<file path="src/hw/rtl/wmec_pkg.sv">
// Shared types and constants for the sliding window event counter.
// No dependencies; imported by every module of the block.
`default_nettype none

package wmec_pkg;

   localparam int unsigned DEFAULT_WINDOW_DEPTH = 1024;
   localparam int unsigned DEFAULT_TIME_BITS    = 32;
   localparam int unsigned QUEUE_DEPTH          = 2;
   localparam logic [31:0] WINDOW_LENGTH_RESET  = 32'd60;

   typedef struct packed {
      logic [31:0] event_time;
      logic        end_of_run;
   } req_type;

   typedef struct packed {
      logic [10:0] window_count;
      logic [10:0] best_count;
      logic [31:0] best_first_time;
      logic [31:0] best_last_time;
      logic        order_error;
      logic        window_full;
   } rsp_type;

endpackage

`default_nettype wire

</file>
<file path="src/hw/rtl/wmec_front.sv">
// Front end: takes request beats, flags out-of-order times, tracks run state.
// Depends on wmec_pkg; feeds wmec_queue.
`default_nettype none

module wmec_front #(
   parameter int unsigned TIME_BITS = 32
) (
   input  wire logic               clock,
   input  wire logic               reset,
   input  wire logic               req_valid,
   output logic                    req_stall,
   input  wire wmec_pkg::req_type  req_data,
   input  wire logic               q_full,
   output logic                    q_push,
   output logic [TIME_BITS+1:0]    q_entry
);
   import wmec_pkg::*;

   logic [TIME_BITS-1:0] prev_time_ff, prev_time_in;
   logic                 seen_ff, seen_in;
   logic [TIME_BITS-1:0] req_time;
   logic                 order_err;

   assign req_stall = q_full;
   assign q_push    = req_valid && !q_full;
   assign req_time  = TIME_BITS'(req_data.event_time);
   assign order_err = seen_ff && (req_time < prev_time_ff);
   assign q_entry   = {req_time, req_data.end_of_run, order_err};

   always_comb begin
      prev_time_in = prev_time_ff;
      seen_in      = seen_ff;
      if (q_push) begin
         if (!order_err) begin
            prev_time_in = req_time;
            seen_in      = 1'b1;
         end
         if (req_data.end_of_run) begin
            prev_time_in = '0;
            seen_in      = 1'b0;
         end
      end
   end

   always_ff @(posedge clock) begin
      if (reset) begin
         prev_time_ff <= '0;
         seen_ff      <= 1'b0;
      end else begin
         prev_time_ff <= prev_time_in;
         seen_ff      <= seen_in;
      end
   end

endmodule

`default_nettype wire

</file>
<file path="config.mk">
export PLATFORM = sky130hd
export DESIGN_NAME = wmec_front
export DESIGN_NICKNAME = d
export VERILOG_FILES = /design/src/hw/rtl/wmec_pkg.sv /design/src/hw/rtl/wmec_front.sv
export SDC_FILE = /design/constraint.sdc
export NUM_CORES = 1
export LEC_CHECK = 0
export ABC_AREA = 1
export BUFFER_PORTS_ARGS = -buffer_cell sky130_fd_sc_hd__buf_2
export CAP_MARGIN = 20
export CELL_PAD_IN_SITES_DETAIL_PLACEMENT = 0
export CELL_PAD_IN_SITES_GLOBAL_PLACEMENT = 2
export CORE_MARGIN = 2
export CORE_UTILIZATION = 30
export DETAILED_ROUTE_END_ITERATION = 10
export PLACE_DENSITY_LB_ADDON = 0.08
export SYNTH_ARGS = -nofsm -noshare
export SYNTH_HDL_FRONTEND = slang
export SYNTH_SLANG_ARGS = --single-unit
</file>
<file path="constraint.sdc">
create_clock -name clock -period 3.7 [get_ports clock]
set_input_delay 0.185 -clock clock [delete_from_list [all_inputs] [get_ports clock]]
set_output_delay 0.185 -clock clock [all_outputs]
set_load 0.02 [all_outputs]
</file>
==> flow_metrics.tcl <==
set metrics [dict create \
    status "complete, no violations" \
    crit_family "simple AND/OR/NAND/NOR gates" \
    dpl.cell_count 517 \
    routedWlPerCell_um 10.7 \
    start_util_pct 30.6 \
    slowest_delay_ns 0.36 \
    holdBufCountCts 0 \
    insertion_delay_ns 0.28 \
    cts.sinks 33 \
    leakagePower_nw 1.46 \
    firstDrtPassIters 4 \
    grtUsageTotal_pct 11.8 \
    ys_seq_area_share_pct 25.1 \
    finalHoldViolCount 0 \
    synth-seq-cells 33 \
    whs_ns 0.242 \
    synth_xor_area_share_pct 0 \
    dpl.hpwl_um 3950 \
    gp_congestion 0.697 \
    startpoint_type "flop" \
    tightest_slew_ns 0.834 \
    grt_pass1_wl_um 9160 \
    ctsRootBufferMaster "clkbuf_8" \
    gr-total-overflow 0 \
    internal_power_mw 0.610 \
    finClkSkew_ns 0.00439 \
    via_count 2257 \
    place_ws_ns 1.24 \
    die_h_um 97.7 \
    place_area_um2 2780 \
    cts_setup_buffers 0 \
    grt_setup_unrepaired "no" \
    diodes 0 \
    port_buffers 72 \
    slew_viol_final 0 \
    htree_levels 2 \
    clkTransAtPathRegs_ns 0.07 \
    post-route-min-period_ns 2.41 \
    ys_types 23 \
    tns_ns 0 \
    drt_wl_total_um 5600 \
    vdd_drop_max_v 0.000128 \
    fin_util_pct 33.3 \
    clk_path_buf_depth 2 \
    synth_nets 454 \
    r2r_cells 12 \
    numCtsBuffers 5 \
    max_slew_margin_pct 44.1 \
    cts_tree "built" \
    synth_mux_area_share_pct 0 \
    worstSetupEndpointType "flop" \
    multi_input_area_um2 1340 \
    p_clk_share_pct 29.8 \
    register_area_um2 661 \
    max_freq_ghz 0.415 \
    area_growth_pct 8.75 \
    synth_top_family_by_area "simple AND/OR/NAND/NOR gates" \
    n_fill_cell 1000 \
    p_switching_mw 0.306 \
    swShare_pct 33.4 \
    syn_area_per_cell_um2 6.82 \
    crit_cells 12 \
    ios 73 \
    rows 34 \
    drive_gt1_share_pct 23.0 \
    syn-instance-count 386 \
    ys_warn_count 0 \
    final_cells 525 \
    synth-compound-area-share_pct 11.5 \
    drcViolationCount 0 \
    drtIter0Drc 45 \
    vias_per_cell 4.30 \
    hold_class "in -> reg" \
    die-area_um2 9540 \
    fin_nets 484 \
    coreArea_um2 8590 \
    timing.final.ws_setup_ns 1.29 \
    required_ns 3.88 \
    p_comb_share_pct 27.5 \
    grt_antenna_before_repair 0 \
    finalPower_mw 0.916 \
    synthSimpleGateAreaFrac_pct 24.4 \
    crit_chain "inv_1, ha_1, nand2_1, nor2_1, nor3b_2, nor3b_2, nand2_1, nand3_2, buf_12, nand3_1, nand2_1, nor2_1" \
    grt_pass1_vias 1950 \
    seq_power_share_pct 42.7 \
    slowest_stage "nand3_2" \
    final_cell_area_um2 2860 \
    synthAdderAreaFrac_pct 14.7 \
    grt_max_degree 67 \
    p_per_area_nw_per_um2 320 \
    arrival_ns 2.59 \
    cp_max_fo 43 \
    crit_path_frequent_cell "nand2_1" \
    cts_resized 0 \
    final-setup-viol-count 0 \
    drtAntennaViolNets 0 \
    min_delay_path_depth 5 \
    maxCapViolCount 0 \
    netlist_area_um2 2630 \
    fin_crit_sh_pct 65.1 \
    fp.dieW_um 97.7 \
    critPathKind "reg -> reg" \
    critPathBufInv 2 \
]
==> cells in the mapped netlist <==
master / number / area share [%]
nand2_1: 69 / 9.8
nand3_2: 1 / 0.38
o21ai_1: 2 / 0.38
nor3_1: 2 / 0.38
clkinv_1: 1 / 0.14
buf_4: 35 / 10
nand3_1: 36 / 6.8
dfxtp_1: 33 / 25
buf_2: 5 / 0.95
inv_1: 67 / 9.6
nand2_2: 1 / 0.24
a21oi_2: 10 / 3.3
clkbuf_1: 5 / 0.71
and2_1: 1 / 0.24
a21oi_1: 36 / 6.8
nor3b_2: 2 / 0.95
buf_6: 5 / 2.1
buf_12: 1 / 0.76
o21ai_0: 2 / 0.38
ha_1: 31 / 15
o21bai_1: 1 / 0.29
a211oi_1: 1 / 0.29
nor2_1: 39 / 5.6
==> final timing paths <==
path	startpoint	to	slack, ns
setup / recovery	prev_time_ff[31]$_SDFFE_PP0P_	prev_time_ff[30]$_SDFFE_PP0P_	1.29
hold / removal	req_data[4]	prev_time_ff[3]$_SDFFE_PP0P_	0.24
setup reg to reg	prev_time_ff[31]$_SDFFE_PP0P_	prev_time_ff[30]$_SDFFE_PP0P_	1.29
hold reg to reg	seen_ff$_SDFFE_PP0P_	seen_ff$_SDFFE_PP0P_	0.48
==> worst reg2reg max path, delay by kind of cell, from the launching register on <==
kind	cells	cell delay, ns
buf+inv	2	0.33
fa+ha+maj	1	0.28
flops	1	0.33
simple gates	9	1.36
==> layout by cell type (no fill, tap or decap), types with 5 or more instances in the layout <==
| master | count |
|---|---|
| ha_1 | 31 |
| a21oi_1 | 36 |
| nor2_1 | 38 |
| buf_2 | 72 |
| nand2_1 | 69 |
| dfxtp_1 | 33 |
| clkbuf_8 | 5 |
| inv_1 | 67 |
| a21oi_2 | 10 |
| nand3_1 | 36 |
==> layer usage <==
metal	global-route usage (%)	routed length [um]	vias up
met5	0	0	-
met3	2.59	244	4
met1	15.8	2880	965
met4	3.21	44	0
li1	-	-	1237
met2	19.2	2420	51
==> cell families (layout without fill, tap and decap cells) <==
family | count (synthesis) | after routing
AND/OR/NAND/NOR | 151 | 151
buffers and inverters | 119 | 150
flip-flops | 33 | 33
adder cells (fa/ha/maj) | 31 | 31
AO/OA/AOI/OAI | 52 | 52
==> area by class of cell <==
| type | count | area share [%] |
|---|---|---|
| Tap cell | 108 | 4.72 |
| Inverter | 68 | 8.92 |
| Clock buffer | 6 | 2.53 |
| Clock inverter | 2 | 0.350 |
| Sequential cell | 33 | 23.1 |
| Multi-Input combinational cell | 234 | 46.9 |
| Timing Repair Buffer | 74 | 13.5 |
==> power by group through the flow <==
stage / clock network, mW / registers [mW] / logic [mW]
finish: 0.273 / 0.391 / 0.252
global route: 0.306 / 0.394 / 0.294
CTS: 0.292 / 0.391 / 0.259
detailed placement: 0 / 0.399 / 0.258
global placement: 0 / 0.399 / 0.259
floorplan: 0 / 0.397 / 0.208
==> state kept, by name (all words and copies together) (netlist names) <==
register and cells:
seen_ff 1, prev_time_ff 32
Power figures use the tool's default switching activity.
