$ cat config.mk
export PLATFORM = sky130hd
export DESIGN_NAME = wmec_queue
export DESIGN_NICKNAME = d
export VERILOG_FILES = /design/src/hw/rtl/wmec_pkg.sv /design/src/hw/rtl/wmec_queue.sv
export SDC_FILE = /design/constraint.sdc
export NUM_CORES = 1
export LEC_CHECK = 0
export BUFFER_PORTS_ARGS = -buffer_cell sky130_fd_sc_hd__buf_2
export CORE_MARGIN = 2
export CORE_UTILIZATION = 50
export CTS_CLUSTER_DIAMETER = 40
export DETAILED_ROUTE_END_ITERATION = 10
export MAX_ROUTING_LAYER = met4
export PLACE_DENSITY = 0.89
export SLEW_MARGIN = 20
export SYNTH_ARGS = -nofsm -noshare
export SYNTH_HDL_FRONTEND = slang
export SYNTH_SLANG_ARGS = --single-unit
$ cat constraint.sdc
create_clock -name clock -period 2 [get_ports clock]
set_input_delay 0.3 -clock clock [delete_from_list [all_inputs] [get_ports clock]]
set_output_delay 0.3 -clock clock [all_outputs]
set_load 0.02 [all_outputs]
$ cat src/hw/rtl/wmec_pkg.sv
// Shared types and constants for the sliding window event counter.
// No dependencies; imported by every module of the block.
`default_nettype none

package wmec_pkg;

   localparam int unsigned DEFAULT_WINDOW_DEPTH = 1024;
   localparam int unsigned DEFAULT_TIME_BITS    = 32;
   localparam int unsigned QUEUE_DEPTH          = 2;
   localparam logic [31:0] WINDOW_LENGTH_RESET  = 32'd60;

   typedef struct packed {
      logic [31:0] event_time;
      logic        end_of_run;
   } req_type;

   typedef struct packed {
      logic [10:0] window_count;
      logic [10:0] best_count;
      logic [31:0] best_first_time;
      logic [31:0] best_last_time;
      logic        order_error;
      logic        window_full;
   } rsp_type;

endpackage

`default_nettype wire

$ cat src/hw/rtl/wmec_queue.sv
// Short queue between front end and engine.
// Depends on wmec_pkg for its depth.
`default_nettype none

module wmec_queue #(
   parameter int unsigned WIDTH = 34
) (
   input  wire logic             clock,
   input  wire logic             reset,
   input  wire logic             push,
   input  wire logic [WIDTH-1:0] push_data,
   output logic                  full,
   input  wire logic             pop,
   output logic                  valid,
   output logic [WIDTH-1:0]      head_data
);
   import wmec_pkg::*;

   localparam int unsigned PTR_W = $clog2(QUEUE_DEPTH);
   localparam int unsigned CNT_W = $clog2(QUEUE_DEPTH + 1);
   localparam logic [PTR_W-1:0] LAST_PTR = PTR_W'(QUEUE_DEPTH - 1);

   logic [WIDTH-1:0] slot_ff [QUEUE_DEPTH];
   logic [PTR_W-1:0] wr_ptr_ff, wr_ptr_in;
   logic [PTR_W-1:0] rd_ptr_ff, rd_ptr_in;
   logic [CNT_W-1:0] count_ff, count_in;
   logic             do_push, do_pop;

   assign full      = (count_ff == CNT_W'(QUEUE_DEPTH));
   assign valid     = (count_ff != '0);
   assign head_data = slot_ff[rd_ptr_ff];
   assign do_push   = push && !full;
   assign do_pop    = pop && valid;

   always_comb begin
      wr_ptr_in = wr_ptr_ff;
      rd_ptr_in = rd_ptr_ff;
      count_in  = count_ff;
      if (do_push) begin
         wr_ptr_in = (wr_ptr_ff == LAST_PTR) ? '0 : wr_ptr_ff + 1'b1;
      end
      if (do_pop) begin
         rd_ptr_in = (rd_ptr_ff == LAST_PTR) ? '0 : rd_ptr_ff + 1'b1;
      end
      if (do_push && !do_pop) begin
         count_in = count_ff + 1'b1;
      end else if (do_pop && !do_push) begin
         count_in = count_ff - 1'b1;
      end
   end

   always_ff @(posedge clock) begin
      if (do_push) begin
         slot_ff[wr_ptr_ff] <= push_data;
      end
   end

   always_ff @(posedge clock) begin
      if (reset) begin
         wr_ptr_ff <= '0;
         rd_ptr_ff <= '0;
         count_ff  <= '0;
      end else begin
         wr_ptr_ff <= wr_ptr_in;
         rd_ptr_ff <= rd_ptr_in;
         count_ff  <= count_in;
      end
   end

endmodule

`default_nettype wire

==> summary.md <==
| Metric | Value |
|---|---|
| Crit path kind | `register to primary output` |
| Vias in the first global route | `1506` |
| Num CTS Buffers | `9` |
| Mapped cell area | `0.00267 mm²` |
| Multi-input logic area | `495 µm²` |
| Global route total overflow | `0` |
| Arr. time, crit path | `1.53 ns` |
| Hold Path Origin | `push_data[15]` |
| Port-buffer cells | `73` |
| Period utilisation layout | `91.5%` |
| Setup repair after global routing missed its margin | `false` |
| Global-route usage over all layers | `16.6%` |
| # DRC | `0` |
| Die span in y | `77.0 µm` |
| Max-Cap Viols | `0` |
| Endpoint class of the critical path | `primary output` |
| # diodes | `0` |
| Post-route ant nets | `0` |
| Leakage Power | `1.28 nW` |
| Top post-synthesis cells by area | `edfxtp_1, mux2_2, dfxtp_1` |
| DP Cell Count | `276` |
| GR met1 Demand/Resource | `19.1%` |
| R2R setup slack | `0.41 ns` |
| Detailed-route via count | `1456` |
| Crit path max fanout | `22` |
| Worst reg2reg path depth | `4` |
| GR Util met2 | `26.9%` |
| HP Class | `input port to register` |
| Period minus WS final | `1.83 ns` |
| Post_cts resized | `0` |
| CTS max path bufs | `2` |
| Total Power | `4.38 mW` |
| Status | `finished clean` |
| Effective utilization at floorplan | `51.9%` |
| Number of clock sinks | `73` |
| Crit path launch type | `register` |
| Peak Freq | `546 MHz` |
| Root Buffer Master | `clkbuf_8` |
| End of the worst hold path | `slot_ff[1][15]$_DFFE_PP_` |
| PD cells | `1310 mW/mm²` |
| Met3 Usage GRT | `6.24%` |
| Hold path depth | `1` |
| Clk_lat worst skew | `0.34 ns` |
| Global routing's busiest layer | `met2` |
| Final Hold Fails | `0` |
| Initial antenna violation count | `0` |
| Sequential share of power | `45.4%` |
| H-tree Lvls | `3` |
| Combinational Power Share | `29.2%` |
| Unique masters post-synth | `15` |
| Clock Power Share | `25.4%` |
| Syn Nets | `170` |
| Sequential standard cell area | `0.00214 mm²` |
| HPWL Detailed | `3050 µm` |
| Worst Max-Slew Pin Slew | `0.300 ns` |
| First-pass GRT wire length | `7080 µm` |
| Via density | `4.99` |
| Die Area | `0.00594 mm²` |
| Sequential area share after synthesis | `80.3%` |
| Drt pass-1 iters | `5` |
| DP Worst Slack | `0.448 ns` |
| CTS clk-pin slew, worst paths | `0.08 ns` |
| Final std cells w/o fill | `292` |
| Cell count after synthesis | `131` |
| Setup Buffers After CTS | `0` |
| Share of the synthesized area in the top cell type | `76.5%` |
| FILL cells | `370` |
| Min setup slack post-route | `0.169 ns` |
| Switch Pwr | `1.36 mW` |
| Commonest non-fill, non-tap cells in the layout | `buf_2, edfxtp_1, mux2_2, clkbuf_8, buf_4` |
| DIE WIDTH | `77.0 µm` |
| YS warnings | `0` |
| Pin count of the biggest net entering global routing | `23` |
| Synth-to-Final Area Change | `25.1%` |
| Drt total wl | `4470 µm` |
| Hold_buf cts | `0` |
| Most common cell after layout, fill and taps aside | `buf_2` |
| Layout cells sized above 1 | `59.0%` |
| WP data required | `1.70 ns` |
| Internal power | `3.02 mW` |
| Synth Register Bits | `73` |
| Yosys top cell by area | `edfxtp_1` |
| Setup TNS | `0 ns` |
| Core Area | `0.00514 mm²` |
| Sw Ratio | `31.1%` |
| RD Place Congestion | `0.705` |
| Final Skew | `0.00501 ns` |
| VDD IR-drop max | `1.05 mV` |
| Reg2reg start | `count_ff[0]$_SDFFE_PP0P_` |
| Routed len/inst | `15.3 µm` |
| Initial drt markers | `50` |
| TritonCTS clock tree | `done` |
| I/O pins | `74` |
| Rel. slew slack | `79.8%` |
| Nets | `256` |
| Syn Area/Cell | `20.4 µm²` |
| R2R Path End | `slot_ff[0][29]$_DFFE_PP_` |
| Final core occ | `64.9%` |
| Max-slew violation count | `0` |
| Final setup fails | `0` |
| Std-Cell Rows | `26` |
metrics by stage:
step | hold WS, ns | instance area [µm²]
finish | 0.146 | 3340
global placement | 0.480 | 3140
global route | 0.122 | 3340
CTS | 0.138 | 3340
floorplan | 0.369 | 2670
detailed placement | 0.491 | 3140
synthesized netlist by cell type (all sizes together):
master,number
mux2,34
ha,1
nor2,4
inv,2
dfxtp,5
or2,1
nor2b,1
edfxtp,68
a21oi,2
o21ai,3
xor2,3
or3,2
buf,4
and2,1
logic make-up (layout without fill, tap and decap cells):
logic type	Yosys count	after routing	share of synthesized area (%)
AOI/OAI and AO/OA	5	5	0.938
and+or+nand+nor	9	9	1.83
muxes	34	34	14.4
buffers and inverters	6	97	1.13
DFF	73	73	80.3
xor gates and xnor gates	3	3	0.985
adders and majority gates	1	1	0.469
flip-flops by register name, indices dropped and copies added (netlist names), named ones only:
signal	count
slot_ff	68
wr_ptr_ff	1
rd_ptr_ff	1
count_ff	2
metal layers:
layer	share of wire, %	wire length (µm)	up-vias
li1	-	-	683
met1	41	1830	706
met2	50	2250	56
met3	7.0	315	11
met4	1.7	74	0
met5	0	0	-
power groups by stage:
stage	logic, mW	registers [mW]	clock network (mW)
2_1_floorplan	0.896	2.00	0
3_3_place_gp	1.27	2.00	0
3_5_place_dp	1.29	2.02	0
4_1_cts	1.30	1.99	1.13
5_1_grt	1.37	2.01	1.20
6_report	1.28	1.99	1.11
area by class of cell:
type,instances,share of cell area [%]
clock inverter,7,2.10
sequential,73,64.2
timing repair buffer,79,12.3
inverter,2,0.225
clock buffer,9,3.71
tap,70,2.62
multi-input combinational,52,14.8
worst max-delay path, cell delays in order, from the launching register on:
cell     delay [ns]
dfxtp_1        0.33
buf_4          0.30
mux2_2         0.40
buf_2          0.17
how the worst max path moves through the flow:
stage / endpoint / startpoint / cells after the start / slack, ns
floorplan: slot_ff[0][0]$_DFFE_PP_ / count_ff[1]$_SDFFE_PP0P_ / 3 / 0.09
global placement: slot_ff[0][7]$_DFFE_PP_ / count_ff[1]$_SDFFE_PP0P_ / 4 / 0.50
detailed placement: slot_ff[0][7]$_DFFE_PP_ / count_ff[1]$_SDFFE_PP0P_ / 4 / 0.45
CTS: head_data[29] / register / 3 / 0.16
global route: head_data[29] / register / 3 / 0.11
finish: head_data[29] / register / 3 / 0.17
(Power assumes the default switching activity.)
